`src/hdl/timer_event_scheduler_top_assert.svh`:
```
// Assertion macros for the timer event scheduler; they clock on i_clk and reset on i_rst_n.
`ifndef TIMER_EVENT_SCHEDULER_TOP_ASSERT_SVH
`define TIMER_EVENT_SCHEDULER_TOP_ASSERT_SVH
`ifndef SYNTHESIS
`define TES_ASSERT(lbl, prop) \
    lbl: assert property (@(posedge i_clk) disable iff (!i_rst_n) prop) \
        else $error("tes: property failed");
`define TES_NEVER(lbl, expr) \
    lbl: assert property (@(posedge i_clk) disable iff (!i_rst_n) !(expr)) \
        else $error("tes: forbidden condition");
`else
`define TES_ASSERT(lbl, prop)
`define TES_NEVER(lbl, expr)
`endif
`endif

```
`src/hdl/tes_pkg.sv`:
```
package tes_pkg;

    localparam int NUM_SLOTS_DEF   = 8;
    localparam int COUNT_WIDTH_DEF = 16;
    localparam int MAX_FIRE        = 8;
    localparam int QUEUE_DEPTH     = 2;

    localparam logic CMD_TICK   = 1'b0;
    localparam logic CMD_ATTACH = 1'b1;

    typedef struct packed {
        logic        cmd;
        logic [2:0]  slot;
        logic [15:0] delay_ticks;
        logic [15:0] period;
    } t_item;

    typedef struct packed {
        logic [2:0] fired_slot;
        logic       last;
    } t_result;

    typedef enum logic {
        OP_TICK   = 1'b0,
        OP_ATTACH = 1'b1
    } t_op_kind;

    typedef struct packed {
        t_op_kind    kind;
        logic [2:0]  slot;
        logic [15:0] delay;
        logic [15:0] period;
    } t_op;

    typedef struct packed {
        logic valid;
        t_op  op;
    } t_qport;

endpackage

```
`src/hdl/tes_front.sv`:
```
`include "timer_event_scheduler_top_assert.svh"

module tes_front import tes_pkg::*; #(
    parameter int NUM_SLOTS = NUM_SLOTS_DEF
) (
    input  logic   i_clk,
    input  logic   i_rst_n,
    input  logic   i_start,
    input  t_item  i_item,
    input  logic   i_pop,
    output logic   o_busy,
    output t_qport o_q
);

    localparam int PW = (QUEUE_DEPTH > 1) ? $clog2(QUEUE_DEPTH) : 1;
    localparam int CW = $clog2(QUEUE_DEPTH + 1);

    t_op           r_q [QUEUE_DEPTH];
    logic [PW-1:0] r_wp;
    logic [PW-1:0] r_rp;
    logic [CW-1:0] r_cnt;
    logic [PW-1:0] n_wp;
    logic [PW-1:0] n_rp;
    logic          keep;
    logic          push;
    t_op           op_in;

    always_comb begin
        keep = (i_item.cmd == CMD_TICK) || (32'(i_item.slot) < 32'(NUM_SLOTS));
        push = i_start && !o_busy && keep;
        op_in.kind   = (i_item.cmd == CMD_ATTACH) ? OP_ATTACH : OP_TICK;
        op_in.slot   = i_item.slot;
        op_in.delay  = i_item.delay_ticks;
        op_in.period = i_item.period;
        n_wp = (r_wp == PW'(QUEUE_DEPTH - 1)) ? '0 : r_wp + 1'b1;
        n_rp = (r_rp == PW'(QUEUE_DEPTH - 1)) ? '0 : r_rp + 1'b1;
    end

    assign o_busy   = (r_cnt == CW'(QUEUE_DEPTH));
    assign o_q.valid = (r_cnt != '0);
    assign o_q.op    = r_q[r_rp];

    always_ff @(posedge i_clk) begin
        if (push) begin
            r_q[r_wp] <= op_in;
        end
    end

    always_ff @(posedge i_clk) begin
        if (!i_rst_n) begin
            r_wp  <= '0;
            r_rp  <= '0;
            r_cnt <= '0;
        end else begin
            if (push) begin
                r_wp <= n_wp;
            end
            if (i_pop) begin
                r_rp <= n_rp;
            end
            if (push && !i_pop) begin
                r_cnt <= r_cnt + 1'b1;
            end else if (!push && i_pop) begin
                r_cnt <= r_cnt - 1'b1;
            end
        end
    end

    `TES_NEVER(a_q_overflow, r_cnt > CW'(QUEUE_DEPTH))
    `TES_ASSERT(a_pop_nonempty, i_pop |-> r_cnt != '0)
    `TES_ASSERT(a_cnt_step, push && !i_pop |=> r_cnt == $past(r_cnt) + 1'b1)

endmodule

```
`src/hdl/tes_back.sv`:
```
`include "timer_event_scheduler_top_assert.svh"

module tes_back import tes_pkg::*; #(
    parameter int NUM_SLOTS   = NUM_SLOTS_DEF,
    parameter int COUNT_WIDTH = COUNT_WIDTH_DEF
) (
    input  logic    i_clk,
    input  logic    i_rst_n,
    input  t_qport  i_q,
    output logic    o_pop,
    output logic    o_strobe,
    output t_result o_result
);

    localparam int SW = (NUM_SLOTS > 1) ? $clog2(NUM_SLOTS) : 1;
    localparam int IW = $clog2(NUM_SLOTS + 1);
    localparam int LW = $clog2(MAX_FIRE + 1);
    localparam int EW = (MAX_FIRE > 1) ? $clog2(MAX_FIRE) : 1;
    localparam int CNTW = COUNT_WIDTH;

    typedef enum logic [2:0] {
        S_IDLE = 3'b001,
        S_SCAN = 3'b010,
        S_EMIT = 3'b100
    } t_state;

    t_state              r_state;
    logic [CNTW-1:0]     r_count;
    logic [NUM_SLOTS-1:0] r_armed;
    logic [CNTW-1:0]     r_due_mem [NUM_SLOTS];
    logic [CNTW-1:0]     r_per_mem [NUM_SLOTS];
    logic [CNTW-1:0]     r_due_q;
    logic [CNTW-1:0]     r_per_q;
    logic [IW-1:0]       r_iss;
    logic                r_pv;
    logic [SW-1:0]       r_pslot;
    logic [SW-1:0]       r_ent_slot [MAX_FIRE];
    logic [CNTW-1:0]     r_ent_diff [MAX_FIRE];
    logic [CNTW-1:0]     r_ent_per  [MAX_FIRE];
    logic [SW-1:0]       n_ent_slot [MAX_FIRE];
    logic [CNTW-1:0]     n_ent_diff [MAX_FIRE];
    logic [CNTW-1:0]     n_ent_per  [MAX_FIRE];
    logic [LW-1:0]       r_lcnt;
    logic [LW-1:0]       n_lcnt;
    logic [EW-1:0]       r_eidx;
    logic                r_strobe;
    t_result             r_res;

    logic                is_attach;
    logic [SW+2:0]       slot_ext;
    logic [SW-1:0]       att_addr;
    logic [SW-1:0]       rd_addr;
    logic [CNTW-1:0]     diff_new;
    logic                due_new;
    logic [MAX_FIRE-1:0] keep;
    logic                ins;
    logic [SW-1:0]       emit_slot;
    logic [CNTW-1:0]     emit_diff;
    logic [CNTW-1:0]     emit_per;
    logic                emit_last;
    logic                emit_go;
    logic [CNTW-1:0]     new_due;
    logic                due_we;
    logic                per_we;
    logic [SW-1:0]       wr_addr;
    logic [CNTW-1:0]     wr_due;

    always_comb begin
        o_pop     = (r_state == S_IDLE) && i_q.valid;
        is_attach = (i_q.op.kind == OP_ATTACH);
        slot_ext  = (SW + 3)'(i_q.op.slot);
        att_addr  = slot_ext[SW-1:0];
        rd_addr   = r_iss[SW-1:0];

        diff_new = r_due_q - r_count;
        due_new  = r_pv && r_armed[r_pslot] && (diff_new[CNTW-1] || (diff_new == '0));
        for (int j = 0; j < MAX_FIRE; j++) begin
            keep[j] = (LW'(j) < r_lcnt) && ($signed(r_ent_diff[j]) <= $signed(diff_new));
        end
        ins    = due_new && !keep[MAX_FIRE-1];
        n_lcnt = (r_lcnt == LW'(MAX_FIRE)) ? r_lcnt : r_lcnt + 1'b1;

        n_ent_slot[0] = keep[0] ? r_ent_slot[0] : r_pslot;
        n_ent_diff[0] = keep[0] ? r_ent_diff[0] : diff_new;
        n_ent_per[0]  = keep[0] ? r_ent_per[0]  : r_per_q;
        for (int j = 1; j < MAX_FIRE; j++) begin
            if (keep[j]) begin
                n_ent_slot[j] = r_ent_slot[j];
                n_ent_diff[j] = r_ent_diff[j];
                n_ent_per[j]  = r_ent_per[j];
            end else if (keep[j-1]) begin
                n_ent_slot[j] = r_pslot;
                n_ent_diff[j] = diff_new;
                n_ent_per[j]  = r_per_q;
            end else begin
                n_ent_slot[j] = r_ent_slot[j-1];
                n_ent_diff[j] = r_ent_diff[j-1];
                n_ent_per[j]  = r_ent_per[j-1];
            end
        end

        emit_slot = r_ent_slot[r_eidx];
        emit_diff = r_ent_diff[r_eidx];
        emit_per  = r_ent_per[r_eidx];
        emit_last = ((LW'(r_eidx) + 1'b1) == r_lcnt);
        emit_go   = (r_state == S_EMIT) && (r_lcnt != '0);
        new_due   = r_count + emit_diff + emit_per;

        due_we  = (o_pop && is_attach) || (emit_go && (emit_per != '0));
        per_we  = o_pop && is_attach;
        wr_addr = (r_state == S_EMIT) ? emit_slot : att_addr;
        wr_due  = (r_state == S_EMIT) ? new_due : r_count + CNTW'(i_q.op.delay);
    end

    always_ff @(posedge i_clk) begin
        if (due_we) begin
            r_due_mem[wr_addr] <= wr_due;
        end
        r_due_q <= r_due_mem[rd_addr];
    end

    always_ff @(posedge i_clk) begin
        if (per_we) begin
            r_per_mem[wr_addr] <= CNTW'(i_q.op.period);
        end
        r_per_q <= r_per_mem[rd_addr];
    end

    always_ff @(posedge i_clk) begin
        if ((r_state == S_SCAN) && ins) begin
            r_ent_slot <= n_ent_slot;
            r_ent_diff <= n_ent_diff;
            r_ent_per  <= n_ent_per;
        end
        if (emit_go) begin
            r_res.fired_slot <= 3'(emit_slot);
            r_res.last       <= emit_last;
        end
    end

    always_ff @(posedge i_clk) begin
        if (!i_rst_n) begin
            r_state  <= S_IDLE;
            r_count  <= '0;
            r_armed  <= '0;
            r_iss    <= '0;
            r_pv     <= 1'b0;
            r_pslot  <= '0;
            r_lcnt   <= '0;
            r_eidx   <= '0;
            r_strobe <= 1'b0;
        end else begin
            r_strobe <= 1'b0;
            r_pv     <= 1'b0;
            unique case (r_state)
                S_IDLE: begin
                    if (o_pop) begin
                        if (is_attach) begin
                            r_armed[att_addr] <= 1'b1;
                        end else begin
                            r_count <= r_count + 1'b1;
                            r_iss   <= '0;
                            r_lcnt  <= '0;
                            r_state <= S_SCAN;
                        end
                    end
                end
                S_SCAN: begin
                    if (r_iss != IW'(NUM_SLOTS)) begin
                        r_iss   <= r_iss + 1'b1;
                        r_pv    <= 1'b1;
                        r_pslot <= r_iss[SW-1:0];
                    end else if (!r_pv) begin
                        r_eidx  <= '0;
                        r_state <= S_EMIT;
                    end
                    if (ins) begin
                        r_lcnt <= n_lcnt;
                    end
                end
                S_EMIT: begin
                    if (r_lcnt == '0) begin
                        r_state <= S_IDLE;
                    end else begin
                        r_strobe <= 1'b1;
                        if (emit_per == '0) begin
                            r_armed[emit_slot] <= 1'b0;
                        end
                        r_eidx <= r_eidx + 1'b1;
                        if (emit_last) begin
                            r_state <= S_IDLE;
                        end
                    end
                end
                default: begin
                    r_state <= S_IDLE;
                end
            endcase
        end
    end

    assign o_strobe = r_strobe;
    assign o_result = r_res;

    `TES_ASSERT(a_last_ends_tick, r_strobe && r_res.last |-> r_state == S_IDLE)
    `TES_NEVER(a_list_overflow, r_lcnt > LW'(MAX_FIRE))
    `TES_ASSERT(a_pop_only_idle, o_pop |-> r_state == S_IDLE && i_q.valid)

endmodule

```
`src/hdl/timer_event_scheduler_top.sv`:
```
// Timer event scheduler: a tick count with NUM_SLOTS event slots, each armed with
// a due time and a reload period. An attach transfer arms a slot; a tick transfer advances the
// count and then reports every due slot, most overdue first, one o_strobe pulse per firing,
// with last set on the final one. A tick with nothing due reports nothing. Results cannot be
// held off, so sample o_result whenever o_strobe is high. A two-entry queue sits behind the
// input, and busy rises only when it is full. An attach is applied in the idle state of the
// execution side; a tick runs a scan that reads the due-time and period memories one slot per
// cycle and sorts due slots into an eight-entry list, then reports up to eight firings from it.
module timer_event_scheduler_top import tes_pkg::*; #(
    parameter int NUM_SLOTS   = NUM_SLOTS_DEF,
    parameter int COUNT_WIDTH = COUNT_WIDTH_DEF
) (
    input  logic    i_clk,
    input  logic    i_rst_n,
    input  logic    start,
    input  t_item   i_item,
    output logic    busy,
    output logic    o_strobe,
    output t_result o_result
);

    t_qport q;
    logic   pop;

    tes_front #(
        .NUM_SLOTS (NUM_SLOTS)
    ) u_front (
        .i_clk   (i_clk),
        .i_rst_n (i_rst_n),
        .i_start (start),
        .i_item  (i_item),
        .i_pop   (pop),
        .o_busy  (busy),
        .o_q     (q)
    );

    tes_back #(
        .NUM_SLOTS   (NUM_SLOTS),
        .COUNT_WIDTH (COUNT_WIDTH)
    ) u_back (
        .i_clk    (i_clk),
        .i_rst_n  (i_rst_n),
        .i_q      (q),
        .o_pop    (pop),
        .o_strobe (o_strobe),
        .o_result (o_result)
    );

endmodule

```
`config.mk`:
```
export PLATFORM = sky130hd
export DESIGN_NAME = timer_event_scheduler_top
export DESIGN_NICKNAME = d
export VERILOG_FILES = /design/src/hdl/tes_pkg.sv /design/src/hdl/tes_front.sv /design/src/hdl/tes_back.sv /design/src/hdl/timer_event_scheduler_top.sv
export VERILOG_INCLUDE_DIRS = /design/src /design/src/hdl
export SDC_FILE = /design/constraint.sdc
export NUM_CORES = 1
export LEC_CHECK = 0
export BUFFER_PORTS_ARGS = -buffer_cell sky130_fd_sc_hd__buf_2
export CAP_MARGIN = 20
export CORE_MARGIN = 8
export CORE_UTILIZATION = 41
export CTS_CLUSTER_DIAMETER = 40
export DETAILED_ROUTE_END_ITERATION = 7
export SLEW_MARGIN = 20
export SYNTH_ARGS = -nofsm -noshare
export SYNTH_HDL_FRONTEND = slang
export SYNTH_SLANG_ARGS = --single-unit
```
`constraint.sdc`:
```
create_clock -name i_clk -period 15.67 [get_ports i_clk]
set_input_delay 0 -clock i_clk [delete_from_list [all_inputs] [get_ports i_clk]]
set_output_delay 0 -clock i_clk [all_outputs]
set_load 0.01 [all_outputs]
```
* Word level (Yosys, flattened, before mapping)
Memory sizes are Yosys's and may differ from the RTL's. A register that Yosys moved wholly into a read port is not among the register bits. Cells that the tools add are included.
Storage, ports and cells: flip-flop bits (word level) 331, bits in writable memories 328, input bits 39, output and inout port bits 6, logic and storage cells 237, memories kept 3
Memories:
- u_back.r_due_mem | words 8, bits a word 16, read ports 1, clocked after memory_dff 1, wr ports 1, line tes_back.sv:30 | logic [CNTW-1:0] r_due_mem [NUM_SLOTS];
- u_back.r_per_mem | words 8, bits a word 16, read ports 1, clocked after memory_dff 1, wr ports 1, line tes_back.sv:31 | logic [CNTW-1:0] r_per_mem [NUM_SLOTS];
- u_front.r_q | words 2, bits a word 36, read ports 1, clocked after memory_dff 1, wr ports 1, line tes_front.sv:18 | t_op r_q [QUEUE_DEPTH];
Cells by class: add/subtract/negate cells 13, order comparisons 22, equal/unequal tests 18, muxes and demuxes 76, bitwise logic cells 13, reductions and logical operators 54
Operators with widths (number):
- $mux W16 | 19
- $le A16 B16 Y1 | 8
- $bmux W16 S3 | 2
- $mux W3 | 19
- $add A16 B16 Y16 | 3
- $logic_not A16 Y1 | 2
- $mux W8 | 4
- $reduce_and A2 Y1 | 11
- $logic_and A1 B1 Y1 | 21
- $mux W4 | 5
- $ne A2 B2 Y1 const B | 9
- $add A16 B1 Y16 const B | 1
- $lt A3 B4 Y1 const A | 4
- $mux W1 | 16
- $pmux W4 S2 | 2
- $pmux W8 S2 | 1
- $reduce_bool A16 Y1 | 1
- $sub A16 B16 Y16 | 1
- $reduce_and A5 Y1 | 3
- $lt A3 B4 Y1 const B | 3
- $reduce_bool A2 Y1 | 5
- $bmux W3 S3 | 1
- $not A1 Y1 | 9
- $pmux W3 S3 | 1
- 33 further kinds | 45

* Logic depth before layout (Yosys ltp)
Gate-level depths: netlist of run 1.
word-level depth 13, depth in mapped cells 22, mapped depth without buffers 22

* Hierarchy
From an unflattened synthesis of run 1, not the netlist that was laid out.
Second synthesis, totals: cell total of the unflattened synthesis 2259, area total of the unflattened synthesis 34534.4 µm²
Modules (own cells, without submodules):
- tes_back | times used 1, cells an instance 2122, area each 31690.4 µm²
- tes_front | times used 1, cells an instance 137, area each 2844.0 µm²

* Worst setup path before layout of run 1
Ideal clock, no wire load.
path type reg-to-reg, start register u_back.r_count[10], end register u_back.r_ent_diff[64] (netlist name), enable pin, arrival time 6.077 ns, setup slack 9.197 ns, cell stages (with the launch flop) 22, buffers on the path 0, period minus slack after synthesis 6.473 ns, cell sequence dfxtp_1 > inv_1 > ha_1 > a21o_1 > a2111oi_0 > nand3_1 > a2111oi_0 > a21oi_1 > xor2_1 > inv_1 > ha_1 > nand2_1 > nor2_1 > and3_1 > o31a_1 > a221oi_1 > o21bai_1 > nor3_1 > nor4b_4 > nand2_2 > inv_1 > and2_1
Between the ends: word-level cells in the longest chain between the ends 7
Ends and longest elaborated chain:
- from (decl) | line tes_back.sv:28 | logic [CNTW-1:0] r_count;
- from (signal assigned) | line tes_back.sv:161 | r_count <= r_count + 1'b1;
- $sub A16 B16 Y16 (*) | line tes_back.sv:75 | diff_new = r_due_q - r_count;
- named net u_back.diff_new[14] | line tes_back.sv:53 | logic [CNTW-1:0] diff_new;
- $le A16 B16 Y1 / $logic_not A16 Y1 (equally long branches) | line tes_back.sv:78, tes_back.sv:76
- $logic_and A1 B1 Y1 / $logic_or A1 B1 Y1 (equally long branches) | line tes_back.sv:78, tes_back.sv:76
- $logic_not A1 Y1 / $logic_and A1 B1 Y1 (equally long branches) | line tes_back.sv:80, tes_back.sv:76
- $logic_and A1 B1 Y1 | line tes_back.sv:80 | ins = due_new && !keep[MAX_FIRE-1];
- $logic_and A1 B1 Y1 | line tes_back.sv:130 | if ((r_state == S_SCAN) && ins) begin
- $reduce_and A2 Y1 (no source line) (*)
- to (signal assigned) | line tes_back.sv:132 | r_ent_diff <= n_ent_diff;
- to (decl) | line tes_back.sv:38 | logic [CNTW-1:0] r_ent_diff [MAX_FIRE];
The timed path passes the listed nets; every way through them passes the cells marked *. A chain may end at the register's enable or synchronous reset.

* Worst setup path after layout of run 1
start register u_back.r_count[10], end register u_back.r_ent_diff[111] (netlist name), enable pin
Same word-level chain as after synthesis.

==> impl_results.md, run 1 <==
* XOR/XNOR Fraction of Synth Area at 2.14%
* Setup repair bufs after CTS at 0
* Non-Filler Instances at ~3600
* Share of cells above drive strength 1 at around 30%
* Clk root buf: clkbuf_16
* Fillers at 6998
* Initial core utilization at 41.3%
* Synth warnings at 0
* Final ANT Viol Nets at 0
* Yosys cell types at 83
* Die area at 0.0936 sq mm
* H-tree Lvls at 3
* Post-placement cell count at 3378
* EDFF count, synth at a little over 600
* Adder-Cell Fraction of Synth Area at 7.26%
* MaxCap Viol Count at 0
* TritonRoute pass-1 iters at 5
* Synth area leaders: edfxtp_1 (53%), mux2_2 (9.7%), mux4_2 (8.9%)
* Die height at around 310 microns
* CP Capture Type: flip-flop
* Main synth FF type: edfxtp_1
* Largest family of logic cells by synthesized area: multiplexers
* Row cnt at ~110
* Maximum vdd ir drop at 0.000119 V
* Resized Gates After CTS at 0
* Pwr Total at around 5500 uW
* Setup crit start kind: flip-flop
* Post-CTS Hold Buffers at 38
* Initial antenna violation count at 5
* Slowest stage delay, CP at between 0.5 and 0.6 ns
* Vias in the first global route at ~22000
* Vias at around 21000
* Slew headroom at 26.4%
* CTS buffer count at 105
* Synth Area in Compound Gates at 4.81%
* Fmax at 143 MHz
* Worst hold path type: input pin to flip-flop
* Outcome: complete, no violations
* Leakage at roughly 0.014 uW
* Post-synthesis cell area at 0.0345 sq mm
* Hold_ws at 0.0511 ns
* Type of the worst setup path: flip-flop to flip-flop
* TritonCTS clock tree: yes
* Worst-Margin Slew at 1.10 ns
* Sequential cell area at between 0.015 and 0.02 sq mm
* Gp weighted congestion at 0.895
* Fin. Hold Viols at 0
* Sequential element share of the synthesized area at 57.9%
* Post-Route WL at 93900 microns
* Multiplexer area fraction after synthesis at 19.5%
* Synth Register Bits at 692
* Worst path cell trace: inv_1 > ha_1 > a21o_1 > a2111oi_0 > nand3_1 > a2111oi_0 > a21oi_1 > xor2_1 > inv_1 > ha_1 > nand2_1 > nor2_1 > and3_1 > o31a_1 > a221oi_1 > o21bai_1 > o2111ai_1 > nor4b_4 > nand2_2 > inv_2 > and2_2 > buf_4
* PD cells at 137 mW/mm^2
* Post-synth ARST share at 0%
* DRC errors left at 0
* Clock latency at the later pin of the worst-skew pair at 0.67 ns
* CP Data Required Time at 15.94 ns
* RSZ-0062 raised after global routing: no
* Crit path max-delay family: simple AND/OR/NAND/NOR gates
* Post-Route Skew at 0.0519 ns
* Max stage delay cell, worst path: buf_4
* DR WL/cell at 26.0 microns
* DP Wirelength at 62300 microns
* Die width at ~300 microns
* Synthesis-to-finish area growth at 16.5%
* Max Root-Sink Buffers at 3
* Number of diodes at 0
* Via-per-instance ratio at 5.81
* Clock slew at reported path FFs at approximately 0.060 ns
* DR iter-0 viols at 2121
* Top cell type's share of synthesized area at 53.3%
* Clock Sinks at 692
* First-pass GRT wire length at around 140000 microns
* Synth area leader: edfxtp_1
* Post-Synth Simple-Gate Area at 6.10%
* Worst Path Buf+Inv at 4
* Overall routing resource usage at 19.7%
* CP max FO at 23
* Syn Area/Cell at about 15 sq um
* Total gr overflow at 0
* Finished Cell Area at 0.0402 sq mm
* Setup Viol. Count Final at 0
* Final Net Count at approximately 2700
* Crit path time final at 7.01 ns
* Ports at 45
* Total core area at 0.0834 sq mm
* Placed cell areas at 0.0360 sq mm
* Setup_tns at 0 ns
* Multi-input gate area at 0.0138 sq mm
* Tcrit/Tclk final at 44.7%
* I/O Buffers at 44
* Largest net degree at the start of global routing at 68
* Final slew viol count at 0
* Synth Instances at around 2300
* Syn_nets at 2513
* Critical Path AT at 7.27 ns
[state kept, by name, summed over array words and instances (netlist names), 2 cells and up, named ones only]
name	cells
u_back.r_armed	8
u_back.r_count	16
u_back.r_lcnt	4
u_front.r_q	72
u_back.r_eidx	3
u_back.r_ent_slot	24
u_back.r_due_mem	128
u_back.r_state	3
u_back.r_ent_per	128
u_back.r_per_mem	128
u_back.r_due_q	16
u_back.r_ent_diff	128
u_back.r_pslot	3
u_back.r_iss	4
u_front.r_cnt	2
u_back.r_per_q	16
u_back.o_result	4
[cell usage in the layout (no fill, tap or decap), drive strengths merged, types with 29 or more instances in the layout]
cell,count
clkbuf,124
buf,94
a21oi,83
dfxtp,80
nand4,29
mux4,136
a21o,30
xnor2,54
nor2,117
mux2,307
edfxtp,612
nand2,139
nor3,31
dlygate4sd3,38
nand3,30
ha,164
inv,99
o21ai,52
clkinv,34
[cell usage after synthesis, drive strengths merged (10+ instances only)]
master  instances
a21o           30
a21oi          83
a31oi          12
and3           12
buf            50
clkbuf         38
dfxtp          80
edfxtp        612
fa             18
ha            164
inv            83
mux2          307
mux2i          20
mux4          136
nand2         139
nand2b         16
nand3          30
nand4          29
nor2          117
nor2b          18
nor3           31
nor4           10
o21a           10
o21ai          52
or3            10
xnor2          54
xor2           28
[power breakdown]
part	switching (uW)	internal (uW)	leakage, uW
Clock	930	1500	0.00178
Sequential	48.3	2170	0.00619
Combinational	537	291	0.00602
[area by class of cell]
class                           count  share of cell area, %
Clock buffer                      124                   6.87
Clock inverter                     75                   2.44
Inverter                           84                  0.785
Multi-Input combinational cell   1428                   34.3
Sequential cell                   692                   49.8
Tap cell                         1080                   3.36
Timing Repair Buffer              132                   2.43
[through the flow]
step | setup WS, ns | util, %
floorplan | 9.20 | -
global placement | 8.97 | 43.2
detailed placement | 8.81 | 43.2
CTS | 8.78 | 48.1
global route | 8.26 | 48.1
finish | 8.66 | 48.1
[logic make-up after synthesis]
logic type,Yosys count
mux,463
simple gates,441
flops,692
buf+inv,172
fa+ha+maj,191
compound gates,251
xor+xnor,82
[layer usage]
metal | wire length (microns) | up-vias | share of wire (%) | track usage, %
met3 | 6130 | 151 | 6.5 | 3.39
met4 | 2040 | 0 | 2.2 | 5.40
met5 | 0 | - | 0 | 0
met1 | 41200 | 10900 | 44 | 27.3
met2 | 44500 | 753 | 47 | 32.0
li1 | - | 9228 | - | -
[final timing paths]
check / startpoint / to / slack [ns] / cells past startpoint
worst max-delay path: u_back.r_count[10] / u_back.r_ent_diff[111] / 8.66 / 22
worst min-delay path: i_item[12] / u_front.r_q[0][12] / 0.05 / 2
worst max register to register: u_back.r_count[10] / u_back.r_ent_diff[111] / 8.66 / 22
worst min register to register: u_back.r_armed[3] / u_back.r_armed[3] / 0.50 / 2
Note: power is estimated with default switching activity, not from simulation.
==> inputs of run 2 (changes only) <==
==> constraint.sdc (replaced) <==
create_clock -name i_clk -period 6.3 [get_ports i_clk]
set_input_delay 0 -clock i_clk [delete_from_list [all_inputs] [get_ports i_clk]]
set_output_delay 0 -clock i_clk [all_outputs]
set_load 0.01 [all_outputs]
==> impl_results.md, run 2 (synthesis gave the netlist of run 1 again) <==
* Part of the power in registers at 41.1%
* Row cnt at 106
* Clock Sinks at 692
* Slew headroom at 30.6%
* Setup Viol. Count Final at 0
* Critical Path AT at about 6 ns
* Outcome: complete, no violations
* Sw Share at 27.1%
* Worst hold path type: input pin to flip-flop
* Clock slew at reported path FFs at 0.06 ns
* Number of diodes at 0
* Post-Route Skew at roughly 0.053 ns
* Die area at 0.0936 sq mm
* Worst-Margin Slew at 1.03 ns
* Leakage at around 0.014 uW
* DR WL/cell at 25.3 microns
* Total core area at 0.0834 sq mm
* R2R setup slack at 0.70 ns
* Hold_ws at 0.0488 ns
* First-pass GRT wire length at approximately 140000 microns
* TritonRoute pass-1 iters at 5
* Uppermost routed layer: met4
* Net switching power at 3660 uW
* Vias at 21100
* DP Wirelength at approximately 64000 microns
* Worst path cell trace: inv_1 > ha_1 > o21ai_0 > a21oi_1 > o311a_1 > o31ai_1 > nor2b_1 > xnor2_1 > inv_1 > buf_4 > ha_1 > nand4_1 > or3b_1 > a2bb2oi_1 > o21ai_4 > buf_4 > mux2_2
* Total gr overflow at 0
* Met3 WL at approximately 5400 microns
* Vias in the first global route at 22000
* RSZ-0062 raised after global routing: no
* Reg2reg end: u_back.r_ent_per[77]
* Overall routing resource usage at 19.5%
* Reg2reg path depth at 17
* Post-placement cell count at about 3400
* Metal-1 WL at 41500 microns
* Maximum vdd ir drop at 0.000251 V
* PD cells at 334 mW/mm^2
* Final slew viol count at 0
* Setup repair bufs after CTS at 0
* Type of the worst setup path: flip-flop to flip-flop
* Setup crit end: u_back.r_ent_per[77]
* Clock power share at 43.6%
* Share of cells above drive strength 1 at 30.1%
* Clk root buf: clkbuf_16
* Max stage delay cell, worst path: o21ai_4
* TritonCTS clock tree: yes
* Crit path time final at 5.60 ns
* Metal2 WL at 43300 microns
* Initial core utilization at 41.3%
* Largest net degree at the start of global routing at 68
* Fmax at 178 MHz
* Max Root-Sink Buffers at 3
* Synthesis-to-finish area growth at 17.3%
* Fillers at 6998
* RR Startpoint: u_back.r_count[2]
* Via-per-instance ratio at 5.77
* Setup_tns at 0 ns
* Clock latency at the later pin of the worst-skew pair at 0.68 ns
* Post-Route WL at 92500 microns
* Initial antenna violation count at 0
* Commonest non-fill, non-tap cells in the layout: edfxtp_1 (612), mux2_2 (298), ha_1 (164), nand2_1 (138), mux4_2 (136)
* CP Capture Type: flip-flop
* Commonest non-fill, non-tap cell in the layout: edfxtp_1
* Setup crit start kind: flip-flop
* MaxCap Viol Count at 0
* CTS buffer count at 104
* Die width at just over 300 microns
* CP max FO at 19
* Non-Filler Instances at 3652
* DR iter-0 viols at 1817
* Fin. Hold Viols at 0
* Crit. Startpoint: u_back.r_count[2]
* Gp weighted congestion at 0.920
* DRC errors left at 0
* Die height at between 300 and 400 microns
* CP Data Required Time at 6.69 ns
* Slowest stage delay, CP at about 0.78 ns
* Ports at 45
* Final Net Count at 2702
* Final ANT Viol Nets at 0
* Comb pwr share at 15.3%
* H-tree Lvls at 3
* Pint at 9840 uW
* Tcrit/Tclk final at 88.9%
* I/O Buffers at 44
run 2: cell count changes in the layout (fill, tap and decap cells not counted), sizes merged:
| cell | change |
|---|---|
| buf | +39 |
| clkbuf | +1 |
| inv | -7 |
| clkinv | +10 |
| bufinv | +1 |
| clkinvlp | -7 |
run 2: repair_timing:
| item | 4_1_cts | 5_1_grt |
|---|---|---|
| hold buffers | 38 | 0 |
| gates resized for setup | 0 | 0 |
| endpoints found under the hold margin | 106 | 0 |
run 2: area by class of cell:
type | instances | area, sq um | area share [%]
multi-input cells | 1428 | 13800 | 34.1
well taps | 1080 | 1350 | 3.34
flip-flops and latches | 692 | 20000 | 49.4
clock inverters | 72 | 943 | 2.33
inverters | 84 | 315 | 0.779
clock buffers | 125 | 2700 | 6.68
repair buffers | 171 | 1370 | 3.38
run 2: worst min path at each step:
stage	start	end	slack, ns	cells after the start
finish	i_item[5]	u_front.r_q[0][5]	0.05	2
global route	i_item[28]	u_front.r_q[1][28]	0.02	2
global placement	i_item[18]	u_front.r_q[0][18]	0.19	1
floorplan	i_item[0]	u_front.r_q[0][0]	0.1	0
detailed placement	i_item[9]	u_front.r_q[1][9]	0.19	1
CTS	i_item[10]	u_front.r_q[0][10]	0.004	2
run 2: routing by layer:
metal	vias up	track usage, %
met2	738	31.3
met3	145	2.82
met4	0	5.73
li1	9319	-
met5	-	0
met1	10900	27.4
run 2: critical path, delay by kind of cell (launching register included):
kind,cells,cell delay (ns)
AO/OA/AOI/OAI,6,1.90
multiplexers,1,0.37
AND/OR/NAND/NOR,3,0.75
adder cells (fa/ha/maj),2,0.66
XOR/XNOR,1,0.36
flip-flops,1,0.48
buffers and inverters,4,0.81
run 2: stage by stage:
stage               total power (uW)  instance area, sq um  util [%]  setup slack [ns]
floorplan                       6910                 34500         -            0.0370
global placement                7590                 36400      43.7             0.786
detailed placement              7670                 36400      43.7             0.714
CTS                            13600                 40500      48.5             0.696
global route                   14000                 40500      48.5             0.267
finish                         13500                 40500      48.5             0.697
run 2: power groups by stage:
stage / Combinational (uW) / Sequential [uW] / Clock, uW
after floorplan: 1350 / 5560 / 0
after global placement: 1970 / 5620 / 0
after detailed placement: 2030 / 5640 / 0
after CTS: 2060 / 5550 / 5990
after global routing: 2270 / 5580 / 6180
final: 2070 / 5550 / 5890
==> inputs of run 3 (changes only) <==
--- a/config.mk
+++ b/config.mk
@@ -6,6 +6,7 @@
 export SDC_FILE = /design/constraint.sdc
 export NUM_CORES = 1
 export LEC_CHECK = 0
+export ABC_AREA = 1
 export BUFFER_PORTS_ARGS = -buffer_cell sky130_fd_sc_hd__buf_2
 export CAP_MARGIN = 20
 export CORE_MARGIN = 8
==> impl_results.md, run 3 <==
* Outcome: complete, no violations
* Vias at roughly 28000
* Max stage delay cell, worst path: buf_4
* Row cnt at 108
* Vias in the first global route at roughly 28000
* First-pass GRT wire length at 165000 microns
* Synth Area in Compound Gates at a little over a tenth
* Final slew viol count at 0
* Final ANT Viol Nets at 0
* Setup Viol. Count Final at 0
* Setup repair bufs after CTS at 0
* Metal2 WL at 50500 microns
* DR iter-0 viols at 2974
* Initial core utilization at 41.3%
* Initial antenna violation count at 2
* Synth Instances at ~3800
* CP Capture Type: flip-flop
* TritonRoute pass-1 iters at 6
* Syn Area/Cell at around 9.5 sq um
* Ports at 45
* Clock latency at the later pin of the worst-skew pair at 0.68 ns
* Post-Route WL at 108000 microns
* Setup crit start kind: flip-flop
* Synth area leader: edfxtp_1
* Top cells by count, synth: nand2_1 (748), edfxtp_1 (612), nor2_1 (534), o21ai_0 (352), nand3_1 (304)
* Worst path cell trace: buf_12 > buf_4 > o21ai_0 > o22ai_1 > nor2_1 > a31oi_1 > fa_1 > ha_1 > o21ai_0 > and2_1 > nor2_1 > nor2_1 > o21bai_1 > inv_1 > nor2_1 > nor2_1 > o21ai_0 > a21boi_0 > a21oi_1 > o21ai_0 > o21ai_0
* CP Data Required Time at 6.66 ns
* Post-synth ARST share at 0%
* Metal-1 WL at ~46000 microns
* Largest net degree at the start of global routing at 105
* DR WL/cell at 21.2 microns
* Maximum vdd ir drop at about 0.00027 V
* Syn_nets at approximately 4000
* DP Worst Slack at slightly below 1 ns
* Post-Synth Simple-Gate Area at 19.9%
* Crit path max-delay family: compound AO/OA/AOI/OAI gates
* Fin. Hold Viols at 0
* Clk root buf: clkbuf_16
* Critical Path AT at around 5.8 ns
* H-tree Lvls at 3
* Worst hold path type: input pin to flip-flop
* Synth warnings at 0
* Clock Sinks at 692
* Reg2reg path depth at 21
* Setup_tns at 0 ns
* Commonest non-fill, non-tap cells in the layout: nand2_1 (746), edfxtp_1 (612), nor2_1 (530), o21ai_0 (350), nand3_1 (304)
* Slew headroom at 22.0%
* Fmax at 182 MHz
* Die height at just over 300 microns
* Via-per-instance ratio at ~5.6
* Total gr overflow at 0
* Die area at 0.0971 sq mm
* MaxCap Viol Count at 0
* CP max FO at 104
* Commonest non-fill, non-tap cell in the layout: nand2_1
* PD cells at just under 400 mW/mm^2
* Type of the worst setup path: flip-flop to flip-flop
* Max Root-Sink Buffers at 3
* Synth area leaders: edfxtp_1 (51%), nand2_1 (7.8%), ha_1 (5.7%)
* Multiplexer area fraction after synthesis at 0.971%
* I/O Buffers at 44
* Fin worst setup slack at 0.816 ns
* Share of cells above drive strength 1 at approximately 11%
* Post-synthesis cell area at 0.0358 sq mm
* RR Startpoint: u_back.r_eidx[0]
* Worst-Margin Slew at between 1 and 1.5 ns
* XOR/XNOR Fraction of Synth Area at less than 1%
* Gp weighted congestion at roughly 0.9
* Met3 WL at roughly 8800 microns
* Slowest stage delay, CP at roughly 0.53 ns
* Die width at 312 microns
* TritonCTS clock tree: yes
* Reg2reg end: u_back.r_due_mem[4][13]
* Uppermost routed layer: met5
* EDFF count, synth at 612
* Finished Cell Area at 0.0419 sq mm
* Final Net Count at 4068
* DP Wirelength at 68700 microns
* Crit path time final at between 5 and 6 ns
* Total core area at 0.0866 sq mm
* R2R setup slack at a little over 0.8 ns
* Tcrit/Tclk final at ~87%
* Worst Hold End: u_front.r_q[1][30]
* DRC errors left at 0
* Leakage at between 0.015 and 0.02 uW
* Overall routing resource usage at 21.6%
* Sequential cell area at 0.0200 sq mm
* Yosys cell types at 55
* Largest family of logic cells by synthesized area: simple AND/OR/NAND/NOR gates
* Most common cell in the netlist: nand2_1
* CTS buffer count at 114
* Main synth FF type: edfxtp_1
* HP Start: i_item[30]
* Post-Route Skew at 0.0306 ns
* Worst Path Buf+Inv at 3
* Multi-input gate area at ~0.014 sq mm
* Fillers at 7862
* Top cell type's share of synthesized area at 51.3%
* Worst hold path depth at 2
* Synthesis-to-finish area growth at 17.1%
* Adder-Cell Fraction of Synth Area at between 6 and 7%
* RSZ-0062 raised after global routing: no
* Clock slew at reported path FFs at 0.06 ns
* Placed cell areas at 0.0374 sq mm
* Sequential element share of the synthesized area at ~56%
* Synth Register Bits at 692
==> run 3: changes by cell type after synthesis, sizes merged, moves of 136 or more <==
| cell | delta |
|---|---|
| mux4 | -136 |
| mux2 | -277 |
| o21ai | +313 |
| nor2 | +422 |
| nand2 | +628 |
| nand3 | +284 |
==> run 3: how the worst max path moves through the flow <==
stage                                  from                 endpoint  slack [ns]  cells past startpoint
after floorplan           u_back.r_count[8]    u_back.r_ent_diff[32]        0.90                     21
after global placement     u_back.r_eidx[0]  u_back.r_due_mem[4][13]        1.01                     25
after detailed placement   u_back.r_eidx[0]  u_back.r_due_mem[6][13]        0.97                     25
after CTS                  u_back.r_eidx[0]  u_back.r_due_mem[0][11]        0.94                     23
after global routing       u_back.r_eidx[0]  u_back.r_due_mem[0][11]        0.44                     23
final                      u_back.r_eidx[0]  u_back.r_due_mem[4][13]        0.82                     21
==> run 3: logic make-up after synthesis <==
| logic type | after synthesis |
|---|---|
| buf+inv | 413 |
| simple gates | 1699 |
| fa+ha+maj | 182 |
| mux | 31 |
| xor+xnor | 30 |
| compound gates | 704 |
| flops | 692 |
==> run 3: metrics by stage <==
stage / power, uW / hold slack [ns] / utilization [%] / instances
detailed placement: 9790 / 0.191 / 43.1 / 4846
global placement: 9740 / 0.188 / 43.1 / 4846
CTS: 16500 / 0.00147 / 48.4 / 5104
floorplan: 8380 / 0.0989 / - / 3751
global route: 17200 / 0.0205 / 48.4 / 5104
finish: 16500 / 0.0411 / 48.4 / 5105
==> run 3: metal layers <==
layer / up-vias / GRT usage [%]
li1: 13300 / -
met1: 13600 / 29.2
met2: 1253 / 35.4
met3: 216 / 3.32
met4: 2 / 7.02
met5: - / 0
==> run 3: where the power goes <==
part | switching, uW | internal [uW]
clock | 2490 | 4200
combinational | 3010 | 1040
sequential | 137 | 5600
==> run 3: layout make-up <==
class                           count  area share, %
Clock inverter                     89           2.96
Timing Repair Buffer              170           3.08
Inverter                          223           2.00
Tap cell                         1155           3.45
Multi-Input combinational cell   2646           33.8
Antenna cell                        1        0.00597
Clock buffer                      129           7.01
Sequential cell                   692           47.7
==> run 3: what timing repair did <==
item,4_1_cts,5_1_grt
setup endpoints to repair,0,0
resized for setup,0,0
hold buffers,40,0
hold endpoints to repair,94,0
